**config.mk**
```make
export PLATFORM = sky130hd
export DESIGN_NAME = iir_direct_form_one_filter_unit_flat
export DESIGN_NICKNAME = d
export VERILOG_FILES = /design/src/rtl/core/iir_pkg.sv /design/src/rtl/core/iir_stream_if.sv /design/src/rtl/core/iir_seq.sv /design/src/rtl/core/iir_div.sv /design/src/rtl/core/iir_dp.sv /design/src/rtl/core/iir_direct_form_one_filter_unit.sv /design/src/flat_wrapper.sv
export VERILOG_INCLUDE_DIRS = /design/src /design/src/rtl/core
export SDC_FILE = /design/constraint.sdc
export NUM_CORES = 2
export LEC_CHECK = 0
export BUFFER_PORTS_ARGS = -buffer_cell sky130_fd_sc_hd__buf_2
export CAP_MARGIN = 20
export CORE_MARGIN = 10
export CORE_UTILIZATION = 45
export DETAILED_ROUTE_END_ITERATION = 7
export SETUP_SLACK_MARGIN = 0.2
export SLEW_MARGIN = 25
export SYNTH_ARGS = -nofsm -noshare
export SYNTH_HDL_FRONTEND = slang
export SYNTH_SLANG_ARGS = --single-unit
```
**constraint.sdc**
```tcl
create_clock -name clk -period 10.2 [get_ports clk]
set_input_delay 0.51 -clock clk [delete_from_list [all_inputs] [get_ports clk]]
set_output_delay 0.51 -clock clk [all_outputs]
set_load 0.02 [all_outputs]
```
**src/rtl/core/iir_direct_form_one_filter_unit_macros.svh**
```systemverilog
// Assertion macros shared by the IIR filter unit RTL.
// Depends on a clk and an active-low rst_n in the scope of each use.
`ifndef IIR_DIRECT_FORM_ONE_FILTER_UNIT_MACROS_SVH
`define IIR_DIRECT_FORM_ONE_FILTER_UNIT_MACROS_SVH

// Check a property on every rising clock edge outside reset.
`define IIR_ASSERT_CLK(lbl, prop, msg) \
    lbl: assert property (@(posedge clk) disable iff (!rst_n) prop) else $error(msg);

// Check that a condition never holds outside reset.
`define IIR_ASSERT_NEVER(lbl, cond, msg) \
    lbl: assert property (@(posedge clk) disable iff (!rst_n) !(cond)) else $error(msg);

`endif

```
**src/rtl/core/iir_pkg.sv**
```systemverilog
// Types, constants and the control program of the IIR filter unit.
// No dependencies; the sequencer, divider, datapath and top module import this package.
package iir_pkg;

    localparam int SAMPLE_W  = 16;
    localparam int COEF_W    = 24;
    localparam int PROD_W    = COEF_W + SAMPLE_W;
    localparam int ACC_W     = PROD_W + 2;
    localparam int NREGS     = 8;
    localparam int REG_IDX_W = 4;
    localparam int TAP_W     = 3;
    localparam int PC_W      = 4;
    localparam int CNT_W     = $clog2(ACC_W + 1);

    // Register indexes of the configuration port
    localparam logic [2:0] REG_B0 = 3'd0;
    localparam logic [2:0] REG_A0 = 3'd4;

    // Q8.16 one, reset value of b0 and a0
    localparam logic [COEF_W-1:0] COEF_ONE = 24'd65536;

    // Saturation bounds on the quotient magnitude
    localparam logic [ACC_W-1:0] POS_LIMIT = ACC_W'(32767);
    localparam logic [ACC_W-1:0] NEG_LIMIT = ACC_W'(32768);
    localparam logic signed [SAMPLE_W-1:0] SAMPLE_MAX = 16'sh7FFF;
    localparam logic signed [SAMPLE_W-1:0] SAMPLE_MIN = 16'sh8000;

    typedef logic signed [SAMPLE_W-1:0] sample_t;
    typedef logic signed [COEF_W-1:0] coef_t;
    typedef logic signed [PROD_W-1:0] prod_t;
    typedef logic signed [ACC_W-1:0] acc_t;
    typedef logic [NREGS-1:0][COEF_W-1:0] coef_bank_t;

    // Reset bank: b0 (entry 0) and a0 (entry 4) at one, every other entry zero
    localparam coef_bank_t COEF_BANK_RESET = {{3{COEF_W'(0)}}, COEF_ONE,
                                              {3{COEF_W'(0)}}, COEF_ONE};

    typedef struct packed {
        sample_t sample_in;
    } in_item_t;

    typedef struct packed {
        sample_t sample_out;
        logic    saturated;
        logic    divisor_zero;
    } out_item_t;

    typedef enum logic [2:0] {
        UOP_NOP,
        UOP_ACCEPT,
        UOP_MAC,
        UOP_DIV_LOAD,
        UOP_DIV_STEP,
        UOP_RETIRE
    } uop_t;

    typedef enum logic [1:0] {
        ACC_HOLD,
        ACC_ADD,
        ACC_SUB
    } acc_op_t;

    typedef enum logic [1:0] {
        COND_ALWAYS,
        COND_IN_VALID,
        COND_DIV_DONE,
        COND_OUT_FREE
    } cond_t;

    // Taps: 0 = x[n], 1..3 = x[n-1..n-3], 4..6 = y[n-1..n-3]
    localparam logic [TAP_W-1:0] TAP_X0 = 3'd0;
    localparam logic [TAP_W-1:0] TAP_X1 = 3'd1;
    localparam logic [TAP_W-1:0] TAP_X2 = 3'd2;
    localparam logic [TAP_W-1:0] TAP_X3 = 3'd3;
    localparam logic [TAP_W-1:0] TAP_Y1 = 3'd4;
    localparam logic [TAP_W-1:0] TAP_Y2 = 3'd5;
    localparam logic [TAP_W-1:0] TAP_Y3 = 3'd6;

    typedef struct packed {
        uop_t             op;
        logic [TAP_W-1:0] tap;
        acc_op_t          acc_op;
        cond_t            cond;
        logic [PC_W-1:0]  next_pc;
    } ucode_t;

    // Control word handed from the sequencer to the datapath and divider
    typedef struct packed {
        uop_t             op;
        logic [TAP_W-1:0] tap;
        acc_op_t          acc_op;
        logic             go;
    } ctrl_t;

    // Status returned to the sequencer for its conditional jumps
    typedef struct packed {
        logic in_valid;
        logic div_done;
        logic out_free;
    } stat_t;

    // Coefficient register that goes with a tap (a0 is skipped)
    function automatic logic [2:0] tap_coef(input logic [TAP_W-1:0] tap);
        logic [2:0] idx;
        idx = (tap < TAP_Y1) ? tap : tap + 3'd1;
        return idx;
    endfunction

    function automatic ucode_t ucode_rom(input logic [PC_W-1:0] pc);
        ucode_t w;
        case (pc)
            4'd0:    w = '{UOP_ACCEPT,   TAP_X0, ACC_HOLD, COND_IN_VALID, 4'd1};
            4'd1:    w = '{UOP_MAC,      TAP_X0, ACC_HOLD, COND_ALWAYS,   4'd2};
            4'd2:    w = '{UOP_MAC,      TAP_X1, ACC_ADD,  COND_ALWAYS,   4'd3};
            4'd3:    w = '{UOP_MAC,      TAP_X2, ACC_ADD,  COND_ALWAYS,   4'd4};
            4'd4:    w = '{UOP_MAC,      TAP_X3, ACC_ADD,  COND_ALWAYS,   4'd5};
            4'd5:    w = '{UOP_MAC,      TAP_Y1, ACC_ADD,  COND_ALWAYS,   4'd6};
            4'd6:    w = '{UOP_MAC,      TAP_Y2, ACC_SUB,  COND_ALWAYS,   4'd7};
            4'd7:    w = '{UOP_MAC,      TAP_Y3, ACC_SUB,  COND_ALWAYS,   4'd8};
            4'd8:    w = '{UOP_NOP,      TAP_X0, ACC_SUB,  COND_ALWAYS,   4'd9};
            4'd9:    w = '{UOP_DIV_LOAD, TAP_X0, ACC_HOLD, COND_ALWAYS,   4'd10};
            4'd10:   w = '{UOP_DIV_STEP, TAP_X0, ACC_HOLD, COND_DIV_DONE, 4'd11};
            4'd11:   w = '{UOP_RETIRE,   TAP_X0, ACC_HOLD, COND_OUT_FREE, 4'd0};
            default: w = '{UOP_NOP,      TAP_X0, ACC_HOLD, COND_ALWAYS,   4'd0};
        endcase
        return w;
    endfunction

endpackage

```
**src/rtl/core/iir_stream_if.sv**
```systemverilog
// Valid/ready stream channel used for the sample and result transactions.
// The payload type is set per instance; no package dependency.
interface iir_stream_if #(
    parameter type payload_t = logic
);
    logic     valid;
    logic     ready;
    payload_t payload;

    modport source (output valid, output payload, input ready);
    modport sink (input valid, input payload, output ready);
endinterface

```
**src/rtl/core/iir_seq.sv**
```systemverilog
// Microcode sequencer: program counter, control store and jump conditions.
// Depends on iir_pkg.
module iir_seq
    import iir_pkg::*;
(
    input  logic  clk,
    input  logic  rst_n,
    input  stat_t stat,
    output ctrl_t ctrl
);

    logic [PC_W-1:0] pc_reg;
    logic [PC_W-1:0] pc_next;
    ucode_t          word;
    logic            cond_met;

    always_comb
    begin
        word = ucode_rom(pc_reg);
        case (word.cond)
            COND_ALWAYS:   cond_met = 1'b1;
            COND_IN_VALID: cond_met = stat.in_valid;
            COND_DIV_DONE: cond_met = stat.div_done;
            COND_OUT_FREE: cond_met = stat.out_free;
            default:       cond_met = 1'b1;
        endcase
        // stay on the step until its condition holds
        pc_next     = cond_met ? word.next_pc : pc_reg;
        ctrl.op     = word.op;
        ctrl.tap    = word.tap;
        ctrl.acc_op = word.acc_op;
        ctrl.go     = cond_met;
    end

    always_ff @(posedge clk or negedge rst_n)
    begin
        if (!rst_n)
        begin
            pc_reg <= '0;
        end
        else
        begin
            pc_reg <= pc_next;
        end
    end

endmodule

```
**src/rtl/core/iir_div.sv**
```systemverilog
// Serial restoring divider: one quotient bit per cycle on magnitudes.
// Depends on iir_pkg.
module iir_div
    import iir_pkg::*;
(
    input  logic             clk,
    input  logic             rst_n,
    input  ctrl_t            ctrl,
    input  acc_t             dividend,
    input  coef_t            divisor,
    output logic [ACC_W-1:0] quotient,
    output logic             q_neg,
    output logic             done
);

    logic [ACC_W-1:0]  quo_reg;
    logic [COEF_W-1:0] dvs_reg;
    logic [COEF_W-1:0] rem_reg;
    logic [CNT_W-1:0]  cnt_reg;
    logic              neg_reg;
    logic [COEF_W:0]   rem_sh;
    logic [COEF_W:0]   rem_diff;
    logic              q_bit;

    always_comb
    begin
        rem_sh   = {rem_reg, quo_reg[ACC_W-1]};
        rem_diff = rem_sh - {1'b0, dvs_reg};
        q_bit    = (rem_sh >= {1'b0, dvs_reg});
    end

    always_ff @(posedge clk or negedge rst_n)
    begin
        if (!rst_n)
        begin
            cnt_reg <= '0;
        end
        else if (ctrl.op == UOP_DIV_LOAD && ctrl.go)
        begin
            cnt_reg <= CNT_W'(ACC_W);
        end
        else if (ctrl.op == UOP_DIV_STEP && cnt_reg != '0)
        begin
            cnt_reg <= cnt_reg - 1'b1;
        end
    end

    always_ff @(posedge clk)
    begin
        if (ctrl.op == UOP_DIV_LOAD && ctrl.go)
        begin
            quo_reg <= dividend[ACC_W-1] ? ACC_W'(-dividend) : ACC_W'(dividend);
            dvs_reg <= divisor[COEF_W-1] ? COEF_W'(-divisor) : COEF_W'(divisor);
            rem_reg <= '0;
            neg_reg <= dividend[ACC_W-1] ^ divisor[COEF_W-1];
        end
        else if (ctrl.op == UOP_DIV_STEP && cnt_reg != '0)
        begin
            // remainder stays below the divisor, so its top bit drops out
            rem_reg <= q_bit ? rem_diff[COEF_W-1:0] : rem_sh[COEF_W-1:0];
            quo_reg <= {quo_reg[ACC_W-2:0], q_bit};
        end
    end

    assign quotient = quo_reg;
    assign q_neg    = neg_reg;
    assign done     = (cnt_reg == '0);

endmodule

```
**src/rtl/core/iir_dp.sv**
```systemverilog
// Datapath: sample history, shared multiplier, accumulator and output saturation.
// Depends on iir_pkg; driven by the control word from iir_seq.
module iir_dp
    import iir_pkg::*;
#(
    parameter int ORDER = 3
)
(
    input  logic             clk,
    input  logic             rst_n,
    input  ctrl_t            ctrl,
    input  sample_t          sample_in,
    input  coef_bank_t       coefs,
    input  logic [ACC_W-1:0] quotient,
    input  logic             q_neg,
    output acc_t             acc,
    output out_item_t        item
);

    sample_t x_reg;
    sample_t x_hist_reg [ORDER];
    sample_t y_hist_reg [ORDER];
    prod_t   prod_reg;
    acc_t    acc_reg;
    acc_t    acc_next;
    sample_t opnd;
    coef_t   coef_sel;
    prod_t   prod_next;
    coef_t   a0;

    assign a0 = coef_t'(coefs[REG_A0]);

    // operand and coefficient for the current tap; x and y history taps past ORDER read zero
    always_comb
    begin
        opnd = '0;
        if (ctrl.tap == TAP_X0)
        begin
            opnd = x_reg;
        end
        for (int i = 0; i < ORDER; i++)
        begin
            if (ctrl.tap == TAP_W'(1 + i))
            begin
                opnd = x_hist_reg[i];
            end
            if (ctrl.tap == TAP_W'(4 + i))
            begin
                opnd = y_hist_reg[i];
            end
        end
        coef_sel  = coef_t'(coefs[tap_coef(ctrl.tap)]);
        prod_next = coef_sel * opnd;
    end

    always_comb
    begin
        case (ctrl.acc_op)
            ACC_ADD:  acc_next = acc_reg + ACC_W'(prod_reg);
            ACC_SUB:  acc_next = acc_reg - ACC_W'(prod_reg);
            default:  acc_next = acc_reg;
        endcase
    end

    // saturate the quotient, or force zero on a zero divisor
    always_comb
    begin
        item.sample_out   = '0;
        item.saturated    = 1'b0;
        item.divisor_zero = 1'b0;
        if (a0 == '0)
        begin
            item.divisor_zero = 1'b1;
        end
        else if (!q_neg)
        begin
            if (quotient > POS_LIMIT)
            begin
                item.sample_out = SAMPLE_MAX;
                item.saturated  = 1'b1;
            end
            else
            begin
                item.sample_out = sample_t'(quotient[SAMPLE_W-1:0]);
            end
        end
        else
        begin
            if (quotient > NEG_LIMIT)
            begin
                item.sample_out = SAMPLE_MIN;
                item.saturated  = 1'b1;
            end
            else
            begin
                item.sample_out = sample_t'(~quotient[SAMPLE_W-1:0] + 16'd1);
            end
        end
    end

    always_ff @(posedge clk or negedge rst_n)
    begin
        if (!rst_n)
        begin
            for (int i = 0; i < ORDER; i++)
            begin
                x_hist_reg[i] <= '0;
                y_hist_reg[i] <= '0;
            end
        end
        else if (ctrl.op == UOP_RETIRE && ctrl.go)
        begin
            x_hist_reg[0] <= x_reg;
            y_hist_reg[0] <= item.sample_out;
            for (int i = 1; i < ORDER; i++)
            begin
                x_hist_reg[i] <= x_hist_reg[i-1];
                y_hist_reg[i] <= y_hist_reg[i-1];
            end
        end
    end

    always_ff @(posedge clk)
    begin
        if (ctrl.op == UOP_ACCEPT && ctrl.go)
        begin
            x_reg   <= sample_in;
            acc_reg <= '0;
        end
        else
        begin
            acc_reg <= acc_next;
        end
        if (ctrl.op == UOP_MAC)
        begin
            prod_reg <= prod_next;
        end
    end

    assign acc = acc_reg;

endmodule

```
**src/rtl/core/iir_direct_form_one_filter_unit.sv**
```systemverilog
// Third-order direct form I IIR filter. Each sample transaction on samples gives
// one result transaction on results: y = (b0*x[n] + b1..b3 * x[n-1..n-3]
// - a1..a3 * y[n-1..n-3]) / a0, truncated toward zero and saturated to 16 bits;
// a zero a0 gives 0 with divisor_zero set. Coefficients are signed Q8.16 and must be
// written through cfg_we/cfg_index/cfg_data by the user while the unit is idle; the
// block itself does not enforce this. Indexes above 7 are dropped. A sample runs
// through one accept step, seven passes through the single shared 24x16 multiplier,
// two accumulate and load steps, the serial divider (one quotient bit per cycle over
// the 42-bit sum) and one retire step, which waits until the output register is free.
// The next sample is taken as soon as the program returns to its accept step, even
// while the previous result still waits in the output register.
// Depends on iir_pkg, iir_stream_if, iir_seq, iir_dp, iir_div and the macros header.
`include "iir_direct_form_one_filter_unit_macros.svh"

module iir_direct_form_one_filter_unit
    import iir_pkg::*;
#(
    parameter int ORDER = 3
)
(
    input  logic                 clk,
    input  logic                 rst_n,
    iir_stream_if.sink           samples,
    iir_stream_if.source         results,
    input  logic                 cfg_we,
    input  logic [REG_IDX_W-1:0] cfg_index,
    input  logic [COEF_W-1:0]    cfg_data
);

    coef_bank_t       coef_reg;
    ctrl_t            ctrl;
    stat_t            stat;
    acc_t             acc;
    out_item_t        item;
    logic [ACC_W-1:0] quotient;
    logic             q_neg;
    logic             div_done;
    logic             retire;
    logic             out_valid_reg;
    out_item_t        out_item_reg;

    // Configuration: hold the coefficient bank, drop writes beyond the list
    always_ff @(posedge clk or negedge rst_n)
    begin
        if (!rst_n)
        begin
            coef_reg <= COEF_BANK_RESET;
        end
        else if (cfg_we && cfg_index < REG_IDX_W'(NREGS))
        begin
            coef_reg[cfg_index[2:0]] <= cfg_data;
        end
    end

    // Sample side: ready only on the accept step of the program
    assign samples.ready = (ctrl.op == UOP_ACCEPT);

    // Result side: the output register frees up when its transaction completes
    assign stat.in_valid = samples.valid;
    assign stat.div_done = div_done;
    assign stat.out_free = !out_valid_reg || results.ready;
    assign retire        = (ctrl.op == UOP_RETIRE) && ctrl.go;

    iir_seq u_seq (
        .clk   (clk),
        .rst_n (rst_n),
        .stat  (stat),
        .ctrl  (ctrl)
    );

    iir_dp #(
        .ORDER (ORDER)
    ) u_dp (
        .clk       (clk),
        .rst_n     (rst_n),
        .ctrl      (ctrl),
        .sample_in (samples.payload.sample_in),
        .coefs     (coef_reg),
        .quotient  (quotient),
        .q_neg     (q_neg),
        .acc       (acc),
        .item      (item)
    );

    iir_div u_div (
        .clk      (clk),
        .rst_n    (rst_n),
        .ctrl     (ctrl),
        .dividend (acc),
        .divisor  (coef_t'(coef_reg[REG_A0])),
        .quotient (quotient),
        .q_neg    (q_neg),
        .done     (div_done)
    );

    // Output register: load on retire, drop on a completed result transaction
    always_ff @(posedge clk or negedge rst_n)
    begin
        if (!rst_n)
        begin
            out_valid_reg <= 1'b0;
        end
        else if (retire)
        begin
            out_valid_reg <= 1'b1;
        end
        else if (results.ready)
        begin
            out_valid_reg <= 1'b0;
        end
    end

    always_ff @(posedge clk)
    begin
        if (retire)
        begin
            out_item_reg <= item;
        end
    end

    assign results.valid   = out_valid_reg;
    assign results.payload = out_item_reg;

    // A sample transaction starts a full program pass, so none follows directly
    `IIR_ASSERT_CLK(a_no_back_to_back, (samples.valid && samples.ready) |=> !samples.ready, "sample taken twice in a row")
    // A retire never overwrites a result that is still waiting
    `IIR_ASSERT_NEVER(a_no_overwrite, retire && out_valid_reg && !results.ready, "pending result overwritten")
    // Retire only after the divider has produced every quotient bit
    `IIR_ASSERT_CLK(a_div_before_retire, retire |-> div_done, "retire before divide finished")
    // A zero divisor never reports saturation as well
    `IIR_ASSERT_NEVER(a_flags_exclusive, out_valid_reg && out_item_reg.saturated && out_item_reg.divisor_zero, "both result flags set")

endmodule

```
**src/flat_wrapper.sv**
```systemverilog
// flat-port wrapper written by rule: the top's interface ports become plain ports
module iir_direct_form_one_filter_unit_flat import iir_pkg::*;
#(
    parameter int ORDER = 3
)
  (clk, rst_n, cfg_we, cfg_index, cfg_data, samples_valid, samples_payload, samples_ready, results_valid, results_payload, results_ready);
  iir_stream_if #(.payload_t(in_item_t)) samples_i ();
  iir_stream_if #(.payload_t(out_item_t)) results_i ();
  input  logic clk;
  input  logic rst_n;
  input  logic cfg_we;
  input  logic [REG_IDX_W-1:0] cfg_index;
  input  logic [COEF_W-1:0] cfg_data;
  input wire logic [$bits(samples_i.valid)-1:0] samples_valid;
  input wire logic [$bits(samples_i.payload)-1:0] samples_payload;
  output wire logic [$bits(samples_i.ready)-1:0] samples_ready;
  output wire logic [$bits(results_i.valid)-1:0] results_valid;
  output wire logic [$bits(results_i.payload)-1:0] results_payload;
  input wire logic [$bits(results_i.ready)-1:0] results_ready;
  assign samples_i.valid = samples_valid;
  assign samples_i.payload = samples_payload;
  assign samples_ready = samples_i.ready;
  assign results_valid = results_i.valid;
  assign results_payload = results_i.payload;
  assign results_i.ready = results_ready;
  iir_direct_form_one_filter_unit #(.ORDER(ORDER)) u_core (.clk(clk), .rst_n(rst_n), .samples(samples_i), .results(results_i), .cfg_we(cfg_we), .cfg_index(cfg_index), .cfg_data(cfg_data));
endmodule
```
==> results.yml <==
status:
  status: "complete, no violations"
timing:
  setup_viol: 0
  post-route-min-period_ns: 9.51
  slew_headroom: 0.332
  tns_ns: 0
  post-route-period-util: 0.933
  rsz0062_at_grt: "true"
  clock-skew-final_ns: 0.0283
  max_freq_mhz: 105
  hold_viol_final: 0
  slew_violations: 0
  hold_slack_ns: 0.0324
  worst_slew_pin_slew_ns: 1.00
worst_setup_path:
  crit_arrival_ns: 9.88
  crit_path_end_kind: "flip-flop"
  cp.required_ns: 10.57
  crit_type: "flip-flop to flip-flop"
  worstPathMaxFanout: 24
  crit_top_cell: "fa_1"
  cpPeakStageDelay_ns: 0.57
  slowest_stage: "fa_1"
  worstSetupStartpointType: "flip-flop"
logic_synthesis:
  synth_area_mm2: 0.0407
  yosys_warnings: 0
  ys_ff_latch: 506
  avgSynthCellArea_um2: 9.82
  synth_top_area_share: 0.185
  synth_area_leaders: "fa_1 (19%), dfrtp_1 (18%), edfxtp_1 (10%)"
  netlist.top_cell.by_area: "fa_1"
  synth_cell_type_count: 81
  synth_nets: 4745
  ys.flop_type: "dfrtp_1"
  synth-edff-count: 141
  synthCells: 4143
  synth_seq_area_share: 0.321
  synthArstFlopShare: 0.591
clocking:
  htree_levels: 2
  clock-sinks: 506
  cts_buffers: 58
  post_cts_buffers: 0
  path_clk_slew_ns: 0.06
  clock-root-buffer: "clkbuf_16"
  cts_tree: "built"
  clkLatencyLatePin_ns: 0.65
  clock_path_buffers: 3
placed_design:
  numPortBuffers: 68
  place_congestion: 0.899
  hpwl_mm: 76.8
die:
  num_rows: 110
  initial_core_util: 0.453
  die_y_um: 321
  die_w_um: 321
  coreArea_mm2: 0.0899
  dieArea_mm2: 0.103
  io_pins: 69
cells_and_area:
  drive_above_1_share: 0.137
  largest_reg_flops: 192
  areaGrowthSynthToFinish_pct: 9.92
  finish.net_count: 4778
worst_hold_path:
  min_path_type: "input pin to flip-flop"
detailed_routing:
  dr.pass1.iters: 6
  postRouteAntennaNets: 0
  wire_per_inst_um: 18.9
  met1_length_mm: 46.5
  routed-wl-met3_mm: 4.50
  wl_met2_mm: 48.4
  avgViaCountPerCell: 5.44
  vias: 29400
  wl_mm: 102
  drt-initial-drc-count: 2206
  drc_errors: 0
  highest_layer: "met4"
grt:
  antenna_found_initial: 1
  grt_pass1_wl_mm: 166
  overflow: 0
  grt_usage: 0.200
  grt_start_max_net_pins: 181
  grt_pass1_vias: 29600
job:
  drv_cap: 0
synthesized netlist by cell type, types with 65 or more instances:
library cell / number
edfxtp_1: 141
nand2_1: 625
a21oi_1: 167
xor2_1: 65
xnor2_1: 135
mux2_2: 227
fa_1: 376
dfrtp_1: 297
dfxtp_1: 66
inv_1: 546
o21ai_0: 153
clkbuf_1: 156
ha_1: 177
nor2_1: 294
worst max-delay path, delay by kind of cell (launching register included):
kind | cells | cell delay (ns)
flip-flops | 1 | 0.46
multiplexers | 2 | 0.93
AND/OR/NAND/NOR | 6 | 1.26
buffers and inverters | 6 | 1.04
AO/OA/AOI/OAI | 8 | 1.67
XOR/XNOR | 1 | 0.09
adder cells (fa/ha/maj) | 8 | 3.72
what timing repair did:
item	4_1_cts	5_1_grt
endpoints found under the hold margin	10	0
resized for setup	0	14
setup endpoints to repair	0	6
hold buffers	3	0
per-layer routing:
layer  up-vias  GRT usage
met5         -          0
met2       633      0.331
met1     14800      0.275
met3       143     0.0232
met4         0     0.0592
li1      13800          -
cell families (layout without fill, tap and decap cells):
group / after synthesis / after routing / share of synthesized area
buffers and inverters: 721 / 802 / 0.0667
AOI/OAI and AO/OA: 616 / 616 / 0.0960
and+or+nand+nor: 1224 / 1224 / 0.133
other: 0 / 1 / 0
xor gates and xnor gates: 200 / 200 / 0.0431
DFF: 506 / 506 / 0.321
adders and majority gates: 553 / 553 / 0.240
muxes: 323 / 323 / 0.101
metrics by stage:
stage,worst slack [ns],instances,instance area (um^2),utilization
after global placement,0.561,5284,42500,0.473
after global routing,0.182,5401,44700,0.497
after floorplan,1.33,4143,40700,-
after detailed placement,0.399,5285,42500,0.473
final,0.685,5401,44700,0.497
after CTS,0.342,5396,44600,0.496
cell type report:
cell class | count | area, um^2
Antenna cell | 1 | 2.50
Clock buffer | 83 | 1670
Clock inverter | 25 | 322
Fill cell | 8319 | 45200
Inverter | 547 | 2060
Multi-Input combinational cell | 2916 | 25100
Sequential cell | 506 | 13000
Tap cell | 1176 | 1470
Timing Repair Buffer | 147 | 1060
final timing paths:
path                                     startpoint                  endpoint  slack (ns)  cells after the start
min in group asynchronous                     rst_n      u_core.results.valid        0.30                      2
setup / recovery             u_core.u_seq.pc_reg[0]  u_core.u_dp.prod_reg[38]        0.69                     31
setup reg to reg             u_core.u_seq.pc_reg[0]  u_core.u_dp.prod_reg[38]        0.69                     31
hold reg to reg            u_core.u_div.rem_reg[23]  u_core.u_div.rem_reg[23]        0.47                      2
hold / removal                  samples_payload[14]     u_core.u_dp.x_reg[14]        0.03                      1
max in group asynchronous                     rst_n       u_core.coef_reg[42]        8.15                      5
layout by cell type (no fill, tap or decap), types with 28 or more instances in the layout:
cell type,Yosys,layout
a21o_1,62,60
a21oi_1,167,159
a22oi_1,28,28
and2_1,46,46
buf_2,5,67
buf_4,0,67
clkbuf_16,0,61
dfrtp_1,297,296
dfxtp_1,66,66
edfxtp_1,141,141
fa_1,376,376
ha_1,177,176
inv_1,546,544
mux2_2,227,227
mux2i_1,48,48
mux4_2,48,48
nand2_1,625,624
nand2b_1,33,33
nor2_1,294,287
nor2b_1,29,29
nor3_1,41,39
o21a_1,35,35
o21ai_0,153,153
xnor2_1,135,135
xor2_1,65,65
Power is left out: the tool's default activity adds up to more than one toggle a clock period on the data nets, which glitch-free logic cannot reach.
